<file path="src/rtl/abkf_pkg.sv">
// ----------------------------------------------------------------------------
// abkf_pkg: shared types, constants and helper functions
// Fixed-point format, register indexes, datapath ops, channel words and saturation helpers.
// ----------------------------------------------------------------------------
package abkf_pkg;

	localparam int FRAC_BITS = 16;

	// configuration register indexes
	localparam int CFG_IDX_W = 3;
	localparam logic [CFG_IDX_W-1:0] REG_INITIAL_BIAS = 3'd0;
	localparam logic [CFG_IDX_W-1:0] REG_TIME_STEP    = 3'd1;
	localparam logic [CFG_IDX_W-1:0] REG_GYRO_SCALE   = 3'd2;
	localparam logic [CFG_IDX_W-1:0] REG_MEASURE_NS   = 3'd3;
	localparam logic [CFG_IDX_W-1:0] REG_ANGLE_NS     = 3'd4;
	localparam logic [CFG_IDX_W-1:0] REG_BIAS_NS      = 3'd5;

	// shared unit operations
	localparam int OP_W = 2;
	localparam logic [OP_W-1:0] OP_ADD = 2'd0;
	localparam logic [OP_W-1:0] OP_SUB = 2'd1;
	localparam logic [OP_W-1:0] OP_MUL = 2'd2;
	localparam logic [OP_W-1:0] OP_DIV = 2'd3;

	// channel words
	typedef struct packed {
		logic signed [15:0] gyro_rate;
		logic signed [31:0] accel_angle;
	} imu_word_t;

	typedef struct packed {
		logic signed [31:0] angle_estimate;
	} angle_word_t;

	typedef struct packed {
		logic             start;
		logic [OP_W-1:0]  op;
		logic signed [31:0] a;
		logic signed [31:0] b;
	} alu_req_t;

	typedef struct packed {
		logic               done;
		logic signed [31:0] res;
	} alu_rsp_t;

	// saturate a 34-bit sum to 32 bits
	function automatic logic signed [31:0] sat34(input logic signed [33:0] v);
		if (v > 34'sh0_7FFF_FFFF) return 32'sh7FFF_FFFF;
		if (v < -34'sh0_8000_0000) return 32'sh8000_0000;
		return v[31:0];
	endfunction

	// saturate a 48-bit value to 32 bits
	function automatic logic signed [31:0] sat48(input logic signed [47:0] v);
		if (v > 48'sh0000_7FFF_FFFF) return 32'sh7FFF_FFFF;
		if (v < -48'sh0000_8000_0000) return 32'sh8000_0000;
		return v[31:0];
	endfunction

endpackage

</file>
<file path="src/rtl/abkf_if.sv">
// ----------------------------------------------------------------------------
// abkf_if: valid/ready channel
// Carries one word of the given payload type.
// ----------------------------------------------------------------------------
interface abkf_if #(parameter type T = logic);
	logic valid;
	logic ready;
	T     data;
	modport source (output valid, output data, input ready);
	modport sink (input valid, input data, output ready);
endinterface

</file>
<file path="src/rtl/abkf_alu.sv">
// ----------------------------------------------------------------------------
// abkf_alu: shared saturating arithmetic unit
// Add/sub registered at once, multiply through a product register, restoring divide one bit a cycle.
// ----------------------------------------------------------------------------
module abkf_alu (
	input  logic              clk,
	input  logic              arst_n,
	input  abkf_pkg::alu_req_t req,
	output abkf_pkg::alu_rsp_t rsp
);
	import abkf_pkg::*;

	localparam int NW = 32 + FRAC_BITS;  // scaled numerator bits
	localparam int QW = NW + 1;          // quotient bits worth computing

	logic [1:0]         mode_q;   // 0 idle, 1 mul, 2 div, 3 div finish
	logic signed [63:0] prod_q;
	logic [NW-1:0]      num_q;
	logic [31:0]        den_q;
	logic [32:0]        rem_q;
	logic [QW-1:0]      quo_q;
	logic [5:0]         cnt_q;
	logic               neg_q;
	logic signed [31:0] res_q;
	logic               done_q;

	logic [33:0] trial;
	logic [32:0] shifted;
	logic [63:0] rnd;
	logic signed [63:0] rq;
	logic signed [QW:0] sq;

	assign shifted = {rem_q[31:0], num_q[NW-1]};
	assign trial   = {1'b0, shifted} - {2'b0, den_q};
	assign rnd     = prod_q + (64'sd1 <<< (FRAC_BITS - 1));
	assign rq      = $signed(rnd) >>> FRAC_BITS;
	assign sq      = neg_q ? -$signed({1'b0, quo_q}) : $signed({1'b0, quo_q});

	always_ff @(posedge clk or negedge arst_n) begin
		if (!arst_n) begin
			mode_q <= 2'd0;
			done_q <= 1'b0;
			cnt_q  <= '0;
		end else begin
			done_q <= 1'b0;
			if (req.start) begin
				case (req.op)
					OP_ADD: begin
						res_q  <= sat34(34'(req.a) + 34'(req.b));
						done_q <= 1'b1;
					end
					OP_SUB: begin
						res_q  <= sat34(34'(req.a) - 34'(req.b));
						done_q <= 1'b1;
					end
					OP_MUL: begin
						prod_q <= 64'(req.a) * 64'(req.b);
						mode_q <= 2'd1;
					end
					default: begin
						// a / max(b,1), magnitude restoring division
						num_q  <= {(req.a[31] ? 32'(-req.a) : 32'(req.a)), {FRAC_BITS{1'b0}}};
						den_q  <= (req.b < 32'sd1) ? 32'd1 : 32'(req.b);
						neg_q  <= req.a[31];
						rem_q  <= '0;
						quo_q  <= '0;
						cnt_q  <= 6'(NW);
						mode_q <= 2'd2;
					end
				endcase
			end else if (mode_q == 2'd1) begin
				res_q  <= (rq > 64'sh7FFF_FFFF) ? 32'sh7FFF_FFFF :
					(rq < -64'sh8000_0000) ? 32'sh8000_0000 : rq[31:0];
				done_q <= 1'b1;
				mode_q <= 2'd0;
			end else if (mode_q == 2'd2) begin
				// one quotient bit per cycle
				num_q <= {num_q[NW-2:0], 1'b0};
				if (!trial[33]) begin
					rem_q <= trial[32:0];
					quo_q <= {quo_q[QW-2:0], 1'b1};
				end else begin
					rem_q <= shifted;
					quo_q <= {quo_q[QW-2:0], 1'b0};
				end
				cnt_q <= cnt_q - 6'd1;
				if (cnt_q == 6'd1) mode_q <= 2'd3;
			end else if (mode_q == 2'd3) begin
				res_q  <= (sq > $signed({2'b0, 31'h7FFF_FFFF})) ? 32'sh7FFF_FFFF :
					(sq < -$signed({2'b0, 32'h8000_0000})) ? 32'sh8000_0000 : sq[31:0];
				done_q <= 1'b1;
				mode_q <= 2'd0;
			end
		end
	end

	assign rsp.done = done_q;
	assign rsp.res  = res_q;

	a_div_count: assert property (@(posedge clk) disable iff (!arst_n)
		mode_q == 2'd2 |-> cnt_q != 6'd0) else $error("divider count ran out");
	a_done_pulse: assert property (@(posedge clk) disable iff (!arst_n)
		done_q |=> !done_q || $past(req.start)) else $error("done held");
	a_idle_done: assert property (@(posedge clk) disable iff (!arst_n)
		(mode_q == 2'd1) |=> done_q) else $error("multiply not done");
endmodule

</file>
<file path="src/rtl/angle_bias_kalman_filter_unit.sv">
// Operation: the sequencer steps the shared unit through 29 ops, one at a time:
// 16 add/sub, 11 multiplies and 2 divides of 48 quotient bits each.
// Ready is low while a word is at work; a new word is taken only once the last
// is done, a finished word waits in the output register and only the last op stalls.
// Reset: async active low; angle and covariance zero, bias and registers to defaults.
// ----------------------------------------------------------------------------
// angle_bias_kalman_filter_unit: two-state angle/bias Kalman filter
// Sequencer driving one shared saturating add/multiply/divide unit.
// ----------------------------------------------------------------------------
module angle_bias_kalman_filter_unit (
	input  logic        clk,
	input  logic        arst_n,
	input  logic        cfg_we,
	input  logic [abkf_pkg::CFG_IDX_W-1:0] cfg_idx,
	input  logic [31:0] cfg_wdata,
	abkf_if.sink        in_ch,
	abkf_if.source      out_ch
);
	import abkf_pkg::*;

	localparam int PC_W = 6;
	localparam logic [PC_W-1:0] LAST_STEP = 6'd28;
	localparam logic [PC_W-1:0] N_STEPS = 6'd29;

	// config
	logic [15:0] dt_q;
	logic [30:0] scale_q, rn_q, qa_q, qg_q;
	// state
	logic signed [31:0] ang_q, bias_q, p00_q, p01_q, p10_q, p11_q;
	// temporaries
	logic signed [31:0] gyro_q, acc_q, t0_q, t1_q, err_q, e_q, g0_q, g1_q;
	logic signed [31:0] r_q;
	logic busy_q, wait_q, ovalid_q;
	logic [PC_W-1:0] pc_q;
	logic signed [31:0] res_q;

	alu_req_t req;
	alu_rsp_t rsp;
	logic signed [31:0] dt_s, sc_s;
	logic signed [47:0] gyro_w;

	assign dt_s = 32'({16'd0, dt_q});
	assign sc_s = 32'({1'b0, scale_q});

	// raw gyro counts to fixed point
	assign gyro_w = 48'(in_ch.data.gyro_rate) <<< FRAC_BITS;

	abkf_alu u_alu (.clk(clk), .arst_n(arst_n), .req(req), .rsp(rsp));

	// operation program: ops and operands per step
	always_comb begin
		req.start = busy_q && !wait_q && !(pc_q == LAST_STEP && ovalid_q);
		req.op = OP_ADD;
		req.a = '0;
		req.b = '0;
		case (pc_q)
			6'd0:  begin req.op = OP_SUB; req.a = bias_q; req.b = gyro_q; end
			6'd1:  begin req.op = OP_MUL; req.a = r_q; req.b = dt_s; end
			6'd2:  begin req.op = OP_MUL; req.a = r_q; req.b = sc_s; end
			6'd3:  begin req.op = OP_SUB; req.a = ang_q; req.b = r_q; end
			6'd4:  begin req.op = OP_SUB; req.a = acc_q; req.b = r_q; end
			6'd5:  begin req.op = OP_ADD; req.a = p00_q; req.b = 32'({1'b0, rn_q}); end
			6'd6:  begin req.op = OP_MUL; req.a = p00_q; req.b = dt_s; end
			6'd7:  begin req.op = OP_DIV; req.a = r_q; req.b = e_q; end
			6'd8:  begin req.op = OP_DIV; req.a = p10_q; req.b = e_q; end
			6'd9:  begin req.op = OP_MUL; req.a = g0_q; req.b = err_q; end
			6'd10: begin req.op = OP_ADD; req.a = ang_q; req.b = r_q; end
			6'd11: begin req.op = OP_MUL; req.a = g1_q; req.b = err_q; end
			6'd12: begin req.op = OP_ADD; req.a = bias_q; req.b = r_q; end
			// P00
			6'd13: begin req.op = OP_ADD; req.a = p01_q; req.b = p10_q; end
			6'd14: begin req.op = OP_MUL; req.a = dt_s; req.b = r_q; end
			6'd15: begin req.op = OP_SUB; req.a = p00_q; req.b = r_q; end
			6'd16: begin req.op = OP_MUL; req.a = g0_q; req.b = p00_q; end
			6'd17: begin req.op = OP_SUB; req.a = t0_q; req.b = r_q; end
			6'd18: begin req.op = OP_ADD; req.a = r_q; req.b = 32'({1'b0, qa_q}); end
			// P01
			6'd19: begin req.op = OP_MUL; req.a = dt_s; req.b = p11_q; end
			6'd20: begin req.op = OP_SUB; req.a = p01_q; req.b = r_q; end
			6'd21: begin req.op = OP_MUL; req.a = g0_q; req.b = p01_q; end
			6'd22: begin req.op = OP_SUB; req.a = t0_q; req.b = r_q; end
			// P10 (t1 holds dt*p11)
			6'd23: begin req.op = OP_SUB; req.a = p10_q; req.b = t1_q; end
			6'd24: begin req.op = OP_MUL; req.a = g1_q; req.b = p00_q; end
			6'd25: begin req.op = OP_SUB; req.a = t0_q; req.b = r_q; end
			// P11
			6'd26: begin req.op = OP_MUL; req.a = g1_q; req.b = p01_q; end
			6'd27: begin req.op = OP_SUB; req.a = p11_q; req.b = r_q; end
			6'd28: begin req.op = OP_ADD; req.a = r_q; req.b = 32'({1'b0, qg_q}); end
			default: req.start = 1'b0;
		endcase
	end

	assign in_ch.ready   = !busy_q;
	assign out_ch.valid  = ovalid_q;
	assign out_ch.data   = res_q;

	// sequencer and result capture
	always_ff @(posedge clk or negedge arst_n) begin
		if (!arst_n) begin
			dt_q <= 16'd655; scale_q <= 31'd65536;
			rn_q <= 31'd19661; qa_q <= 31'd66; qg_q <= 31'd197;
			ang_q <= '0; bias_q <= '0;
			p00_q <= '0; p01_q <= '0; p10_q <= '0; p11_q <= '0;
			busy_q <= 1'b0; wait_q <= 1'b0; ovalid_q <= 1'b0; pc_q <= '0;
		end else begin
			if (cfg_we) begin
				case (cfg_idx)
					REG_INITIAL_BIAS: bias_q <= cfg_wdata;
					REG_TIME_STEP:    dt_q <= cfg_wdata[15:0];
					REG_GYRO_SCALE:   scale_q <= cfg_wdata[30:0];
					REG_MEASURE_NS:   rn_q <= cfg_wdata[30:0];
					REG_ANGLE_NS:     qa_q <= cfg_wdata[30:0];
					REG_BIAS_NS:      qg_q <= cfg_wdata[30:0];
					default: ;
				endcase
			end
			if (out_ch.valid && out_ch.ready) ovalid_q <= 1'b0;
			if (in_ch.valid && in_ch.ready) begin
				gyro_q <= sat48(gyro_w);
				acc_q  <= in_ch.data.accel_angle;
				busy_q <= 1'b1;
				pc_q   <= '0;
			end
			if (req.start) wait_q <= 1'b1;
			if (rsp.done) begin
				wait_q <= 1'b0;
				r_q    <= rsp.res;
				pc_q   <= pc_q + 6'd1;
				case (pc_q)
					6'd3:  ang_q <= rsp.res;
					6'd4:  err_q <= rsp.res;
					6'd5:  e_q <= rsp.res;
					6'd7:  g0_q <= rsp.res;
					6'd8:  g1_q <= rsp.res;
					6'd10: ang_q <= rsp.res;
					6'd12: bias_q <= rsp.res;
					6'd15: t0_q <= rsp.res;
					6'd17: t0_q <= rsp.res;
					6'd18: p00_q <= rsp.res;
					6'd19: t1_q <= rsp.res;
					6'd20: t0_q <= rsp.res;
					6'd22: p01_q <= rsp.res;
					6'd23: t0_q <= rsp.res;
					6'd25: p10_q <= rsp.res;
					6'd28: begin
						p11_q    <= rsp.res;
						busy_q   <= 1'b0;
						ovalid_q <= 1'b1;
						res_q    <= ang_q;
					end
					default: ;
				endcase
			end
		end
	end

	a_no_accept_busy: assert property (@(posedge clk) disable iff (!arst_n)
		busy_q |-> !in_ch.ready) else $error("accepted while busy");
	a_pc_range: assert property (@(posedge clk) disable iff (!arst_n)
		busy_q |-> pc_q < N_STEPS) else $error("sequencer out of range");
	a_one_op: assert property (@(posedge clk) disable iff (!arst_n)
		wait_q |-> !req.start) else $error("issued while unit busy");
endmodule

</file>
<file path="src/flat_wrapper.sv">
// flat-port wrapper written by rule: the top's interface ports become plain ports
module angle_bias_kalman_filter_unit_flat import abkf_pkg::*;
  (clk, arst_n, cfg_we, cfg_idx, cfg_wdata, in_ch_valid, in_ch_data, in_ch_ready, out_ch_valid, out_ch_data, out_ch_ready);
  abkf_if #(.T(imu_word_t)) in_ch_i ();
  abkf_if #(.T(angle_word_t)) out_ch_i ();
  input  logic clk;
  input  logic arst_n;
  input  logic cfg_we;
  input  logic [abkf_pkg::CFG_IDX_W-1:0] cfg_idx;
  input  logic [31:0] cfg_wdata;
  input wire logic [$bits(in_ch_i.valid)-1:0] in_ch_valid;
  input wire logic [$bits(in_ch_i.data)-1:0] in_ch_data;
  output wire logic [$bits(in_ch_i.ready)-1:0] in_ch_ready;
  output wire logic [$bits(out_ch_i.valid)-1:0] out_ch_valid;
  output wire logic [$bits(out_ch_i.data)-1:0] out_ch_data;
  input wire logic [$bits(out_ch_i.ready)-1:0] out_ch_ready;
  assign in_ch_i.valid = in_ch_valid;
  assign in_ch_i.data = in_ch_data;
  assign in_ch_ready = in_ch_i.ready;
  assign out_ch_valid = out_ch_i.valid;
  assign out_ch_data = out_ch_i.data;
  assign out_ch_i.ready = out_ch_ready;
  angle_bias_kalman_filter_unit u_core (.clk(clk), .arst_n(arst_n), .cfg_we(cfg_we), .cfg_idx(cfg_idx), .cfg_wdata(cfg_wdata), .in_ch(in_ch_i), .out_ch(out_ch_i));
endmodule
</file>
<file path="config.mk">
export PLATFORM = sky130hd
export DESIGN_NAME = angle_bias_kalman_filter_unit_flat
export DESIGN_NICKNAME = d
export VERILOG_FILES = /design/src/rtl/abkf_pkg.sv /design/src/rtl/abkf_if.sv /design/src/rtl/abkf_alu.sv /design/src/rtl/angle_bias_kalman_filter_unit.sv /design/src/flat_wrapper.sv
export SDC_FILE = /design/constraint.sdc
export NUM_CORES = 2
export LEC_CHECK = 0
export BUFFER_PORTS_ARGS = -buffer_cell sky130_fd_sc_hd__buf_2
export CORE_MARGIN = 4
export CORE_UTILIZATION = 59
export CTS_CLUSTER_DIAMETER = 60
export DETAILED_ROUTE_END_ITERATION = 10
export PLACE_DENSITY = 0.8
export SYNTH_ARGS = -nofsm -noshare
export SYNTH_HDL_FRONTEND = slang
export SYNTH_HIERARCHICAL = 1
export SYNTH_SLANG_ARGS = --single-unit
</file>
<file path="constraint.sdc">
create_clock -name clk -period 11 [get_ports clk]
set_input_delay 1.65 -clock clk [delete_from_list [all_inputs] [get_ports clk]]
set_output_delay 1.65 -clock clk [all_outputs]
set_load 0.01 [all_outputs]
</file>
* Yosys cells after proc, flatten, opt, wreduce, memory -nomap -nowiden
Index checks and enable logic that the tools add are counted.
Word-level totals: register bits after elaboration 928, output and inout port bits 34
Operators by class: $lt $le $gt $ge 11, add/subtract/negate cells 8, bitwise gates (word level) 1, $mul 1, reductions and logical operators 47, mux-type cells 87, equal/unequal tests 45
Operators with widths (count):
- 66-bit one-hot mux with 27 select lines | 1
- 32-bit 2-to-1 mux | 30
- 49-bit 2-to-1 mux | 4
- 48-bit 2-to-1 mux | 4
- 6-bit by 5-bit == test with 1-bit output (second input constant) | 13
- 33-bit by 32-bit > comparator with 1-bit output (second input constant) | 2
- 33-bit by 32-bit less-than comparator with 1-bit output (second input constant) | 2
- 64-bit by 17-bit adder with 64-bit output (second input constant) | 1
- 32-bit by 32-bit multiplier with 64-bit output | 1
- 32-bit one-hot mux with 2 select lines | 1
- 50-bit by 32-bit > comparator with 1-bit output (second input constant) | 1
- 50-bit by 32-bit less-than comparator with 1-bit output (second input constant) | 1
- 50-bit 2-to-1 mux | 1
- 49-bit negation with 50-bit output | 1
- 6-bit by 4-bit == test with 1-bit output (second input constant) | 8
- 48-bit by 32-bit > comparator with 1-bit output (second input constant) | 1
- 48-bit by 32-bit less-than comparator with 1-bit output (second input constant) | 1
- 6-bit 2-to-1 mux | 6
- 1-bit 2-to-1 mux | 34
- 33-bit by 32-bit subtractor with 34-bit output | 1
- 32-bit by 32-bit adder with 33-bit output | 1
- 3-bit AND reduction | 11
- 32-bit by 32-bit subtractor with 33-bit output | 1
- 32-bit > comparator (second input constant) | 1
- 35 further kinds | 72

* Depth between registers and ports, before layout
depth after elaboration 15, mapped depth 41

* Hierarchy
Netlist, hierarchy kept.
By module, submodules not included:
- abkf_alu | cells each 5958, instances 1, area an instance 54228.3 um^2
- angle_bias_kalman_filter_unit | cells each 1882, instances 1, area an instance 27062.2 um^2

* Worst setup path before layout
No wires, ideal clock.
path type register to register, start point reg u_core.pc_q[0], end point reg u_core.u_alu.prod_q[60], data pin, period minus slack after synthesis 10358 ps, required time 10727 ps, library setup time 273 ps, setup slack 642 ps, arrival 10085 ps, cell stages (with the launch flop) 41, cells stage by stage dfrtp_1 -> inv_1 -> ha_1 -> clkbuf_1 -> or2_2 -> a32o_1 -> clkbuf_1 -> clkbuf_1 -> a222oi_1 -> nand3_1 -> clkbuf_1 -> clkbuf_1 -> buf_1 -> nand2_1 -> inv_1 -> fa_1 -> inv_1 -> fa_1 -> (+5 left out) -> fa_1 -> fa_1 -> fa_1 -> inv_1 -> fa_1 -> inv_1 -> ha_1 -> a21o_1 -> a21o_1 -> a21o_1 -> a21o_1 -> a21oi_1 -> o21ai_0 -> a31oi_1 -> a21oi_1 -> o31a_1 -> o2111ai_1 -> o2111ai_1
RTL lines:
- from (decl) | line angle_bias_kalman_filter_unit.sv:34 | logic [PC_W-1:0] pc_q;
- from (signal assigned) | line angle_bias_kalman_filter_unit.sv:129 | pc_q <= pc_q + 6'd1;
- to (signal assigned) | line abkf_alu.sv:57 | prod_q <= 64'(req.a) * 64'(req.b);
- to (decl) | line abkf_alu.sv:17 | logic signed [63:0] prod_q;

==> flow_metrics.tcl <==
set metrics [dict create \
    tns_ns 0 \
    grt_usage 0.374 \
    grt_pass1_vias 65100 \
    finalCriticalPeriod_ns 10.70 \
    slew_headroom 0.165 \
    ys_seq_area_frac 0.304 \
    fmax_mhz 93.4 \
    grt_first_pass_wirelength_mm 401 \
    die_area_um2 144000 \
    dpl.cell_count 9546 \
    clock_latency_ns 0.79 \
    grt_start_max_net_pins 132 \
    required_ns 11.44 \
    synth_flop_cell "edfxtp_1" \
    numCtsBuffers 96 \
    die_x_um 379 \
    critical-path-max-stage-delay_ns 0.77 \
    crit_path_start_kind "flop" \
    hp-class "reg2reg" \
    gr-total-overflow 0 \
    drive_gt1_frac 0.123 \
    first_pass_iters 9 \
    routed_wl_mm 264 \
    start_util 0.597 \
    cts_tree "yes" \
    critPathKind "reg2reg" \
    clk_pin_slew_ns 0.06 \
    post_drt_wl_per_cell_um 27.1 \
    htree_levels 3 \
    core_area_um2 136000 \
    path_max_fanout 19 \
    hold_viol_final 0 \
    final_cells 9738 \
    whs_path_depth 0 \
    maxSlewViolCount 0 \
    ant_nets 0 \
    dp_hpwl_mm 196 \
    crit_top_cell "fa_1" \
    status "finished clean" \
    rows 135 \
    antenna_found_initial 11 \
    crit_slowest_cell "nor4_2" \
    skew_ns 0.0959 \
    final-setup-viol-count 0 \
    cts-root-buf "clkbuf_16" \
    drc 0 \
    die_h_um 379 \
    gp_congestion 1.03 \
    rsz0062_at_grt "false" \
    yosys_warnings 6 \
    synth-edff-count 531 \
    tightest_slew_ns 1.24 \
    vias_per_cell 6.40 \
    ys_seq_elements 881 \
    via_count 62300 \
    cts_sinks 881 \
    io_pins 122 \
    synth.avg_cell_area_um2 10.4 \
    reg2regPathDepth 33 \
    r2r_setup_slack_ns 0.30 \
    io_buffer_count 121 \
    critical_path_arrival_ns 11.14 \
    end_kind "flop" \
    area_growth_pct 8.86 \
    async_reset_ff_frac 0.397 \
    hold_buffers 0 \
    clock_path_buffers 3 \
    finalCritPeriodShare 0.973 \
    drt_iter0_drc 7209 \
    synth_nets 9298 \
    synth_area_um2 81300 \
    synth_cell_types 104 \
    synthCells 7840 \
    maxCapViolCount 0 \
    fin_nets 9328 \
]
cells in the mapped netlist, types with 23 or more instances:
cell / instances / area share
a211o_1: 23 / 0.0025
a211oi_1: 63 / 0.0058
a21o_1: 54 / 0.0050
a21oi_1: 220 / 0.014
a222oi_1: 61 / 0.0075
a22o_1: 29 / 0.0031
a22oi_1: 240 / 0.022
and2_1: 472 / 0.036
and3_1: 67 / 0.0052
buf_1: 29 / 0.0013
clkbuf_1: 400 / 0.018
dfrtp_1: 329 / 0.10
edfxtp_1: 531 / 0.20
fa_1: 1084 / 0.27
ha_1: 286 / 0.044
inv_1: 1306 / 0.060
mux2_2: 303 / 0.042
mux2i_1: 38 / 0.0047
nand2_1: 783 / 0.036
nand2b_1: 32 / 0.0025
nand3_1: 83 / 0.0051
nand4_1: 54 / 0.0042
nor2_1: 269 / 0.012
nor2b_1: 77 / 0.0059
nor3_1: 94 / 0.0058
nor4_1: 28 / 0.0022
o211ai_1: 27 / 0.0025
o21ai_0: 159 / 0.0098
o31ai_1: 40 / 0.0037
or3_1: 42 / 0.0032
xnor2_1: 150 / 0.016
xor2_1: 83 / 0.0089
metrics by stage:
stage	setup WS, ns	cell area (um^2)	utilization	hold slack (ns)
floorplan	0.642	81300	-	0.440
global placement	0.189	84900	0.623	0.453
detailed placement	0.000847	84900	0.623	0.458
CTS	0.101	88300	0.649	0.446
global route	0.00511	88500	0.650	0.458
finish	0.295	88500	0.650	0.443
cells by family (layout without fill, tap and decap cells):
logic type,count (synthesis),after routing,share of synthesized area
multiplexers,341,341,0.0467
AO/OA/AOI/OAI,1150,1150,0.101
AND/OR/NAND/NOR,2090,2090,0.129
adder cells (fa/ha/maj),1370,1370,0.311
other,1,5,0.0000461
XOR/XNOR,233,233,0.0251
flip-flops,881,881,0.304
buffers and inverters,1774,1887,0.0833
critical path: cells and delay by family (launching register included):
| kind | cells | cell delay, ns |
|---|---|---|
| AND/OR/NAND/NOR | 7 | 2.12 |
| flip-flops | 1 | 0.58 |
| adder cells (fa/ha/maj) | 9 | 4.06 |
| AO/OA/AOI/OAI | 9 | 1.99 |
| XOR/XNOR | 1 | 0.11 |
| buffers and inverters | 7 | 1.50 |
cell usage in the layout (no fill, tap or decap), types with 237 or more instances in the layout:
cell type  netlist  layout
nor2_1         269     258
nand2_1        783     781
dfrtp_1        329     329
ha_1           286     286
buf_4            9     237
and2_1         472     469
edfxtp_1       531     531
a22oi_1        240     240
inv_1         1306    1301
fa_1          1084    1082
mux2_2         303     303
final timing paths:
check                                          endpoint             start
worst min register to register   u_core/out_ch.data[18]  u_core/ang_q[18]
worst max register to register  u_core/u_alu/prod_q[56]    u_core/pc_q[3]
worst min-delay path             u_core/out_ch.data[18]  u_core/ang_q[18]
min in group asynchronous               u_core/qa_q[16]            arst_n
max in group asynchronous              u_core/p01_q[29]            arst_n
worst max-delay path            u_core/u_alu/prod_q[56]    u_core/pc_q[3]
layout make-up:
type,count,area [um^2]
fill,10200,47700
tap,1781,2230
multi-input combinational,5185,50100
inverter,1312,4940
antenna,4,10.0
sequential,881,24700
clock buffer,121,2560
timing repair buffer,394,3090
clock inverter,60,860
flip-flops by register name, summed over array words and instances, names as in the netlist, 32 cells and up:
signal and flops:
u_core/ang_q 32, u_core/t0_q 32, u_core/p11_q 32, u_core/u_alu/quo_q 49, u_core/p01_q 32, u_core/g0_q 32, u_core/acc_q 32, u_core/r_q 32
u_core/bias_q 32, u_core/u_alu/rem_q 32, u_core/g1_q 32, u_core/p00_q 32, u_core/u_alu/res_q 32, u_core/err_q 32, u_core/t1_q 32, u_core/out_ch.data 32
u_core/u_alu/num_q 32, u_core/p10_q 32, u_core/u_alu/den_q 32, u_core/e_q 32, u_core/u_alu/prod_q 49
routing by layer:
layer  vias up  track usage  routed length, um  share of wire
met5         -            0                 24       0.000091
met4         4        0.221              19300          0.073
met3      1029        0.113              32700           0.12
met2      4084        0.588             121000           0.46
met1     31400        0.457              91100           0.35
li1      25800            -                  -              -
timing repair:
item / 4_1_cts / 5_1_grt
gates cloned: 0 / 0
pin swaps: 0 / 2
buffers inserted: 0 / 7
resized for setup: 2 / 27
setup endpoints to repair: 3 / 17
Power is not shown: default switching activity piles up to over one toggle a cycle in this logic, so the estimate is an artifact.
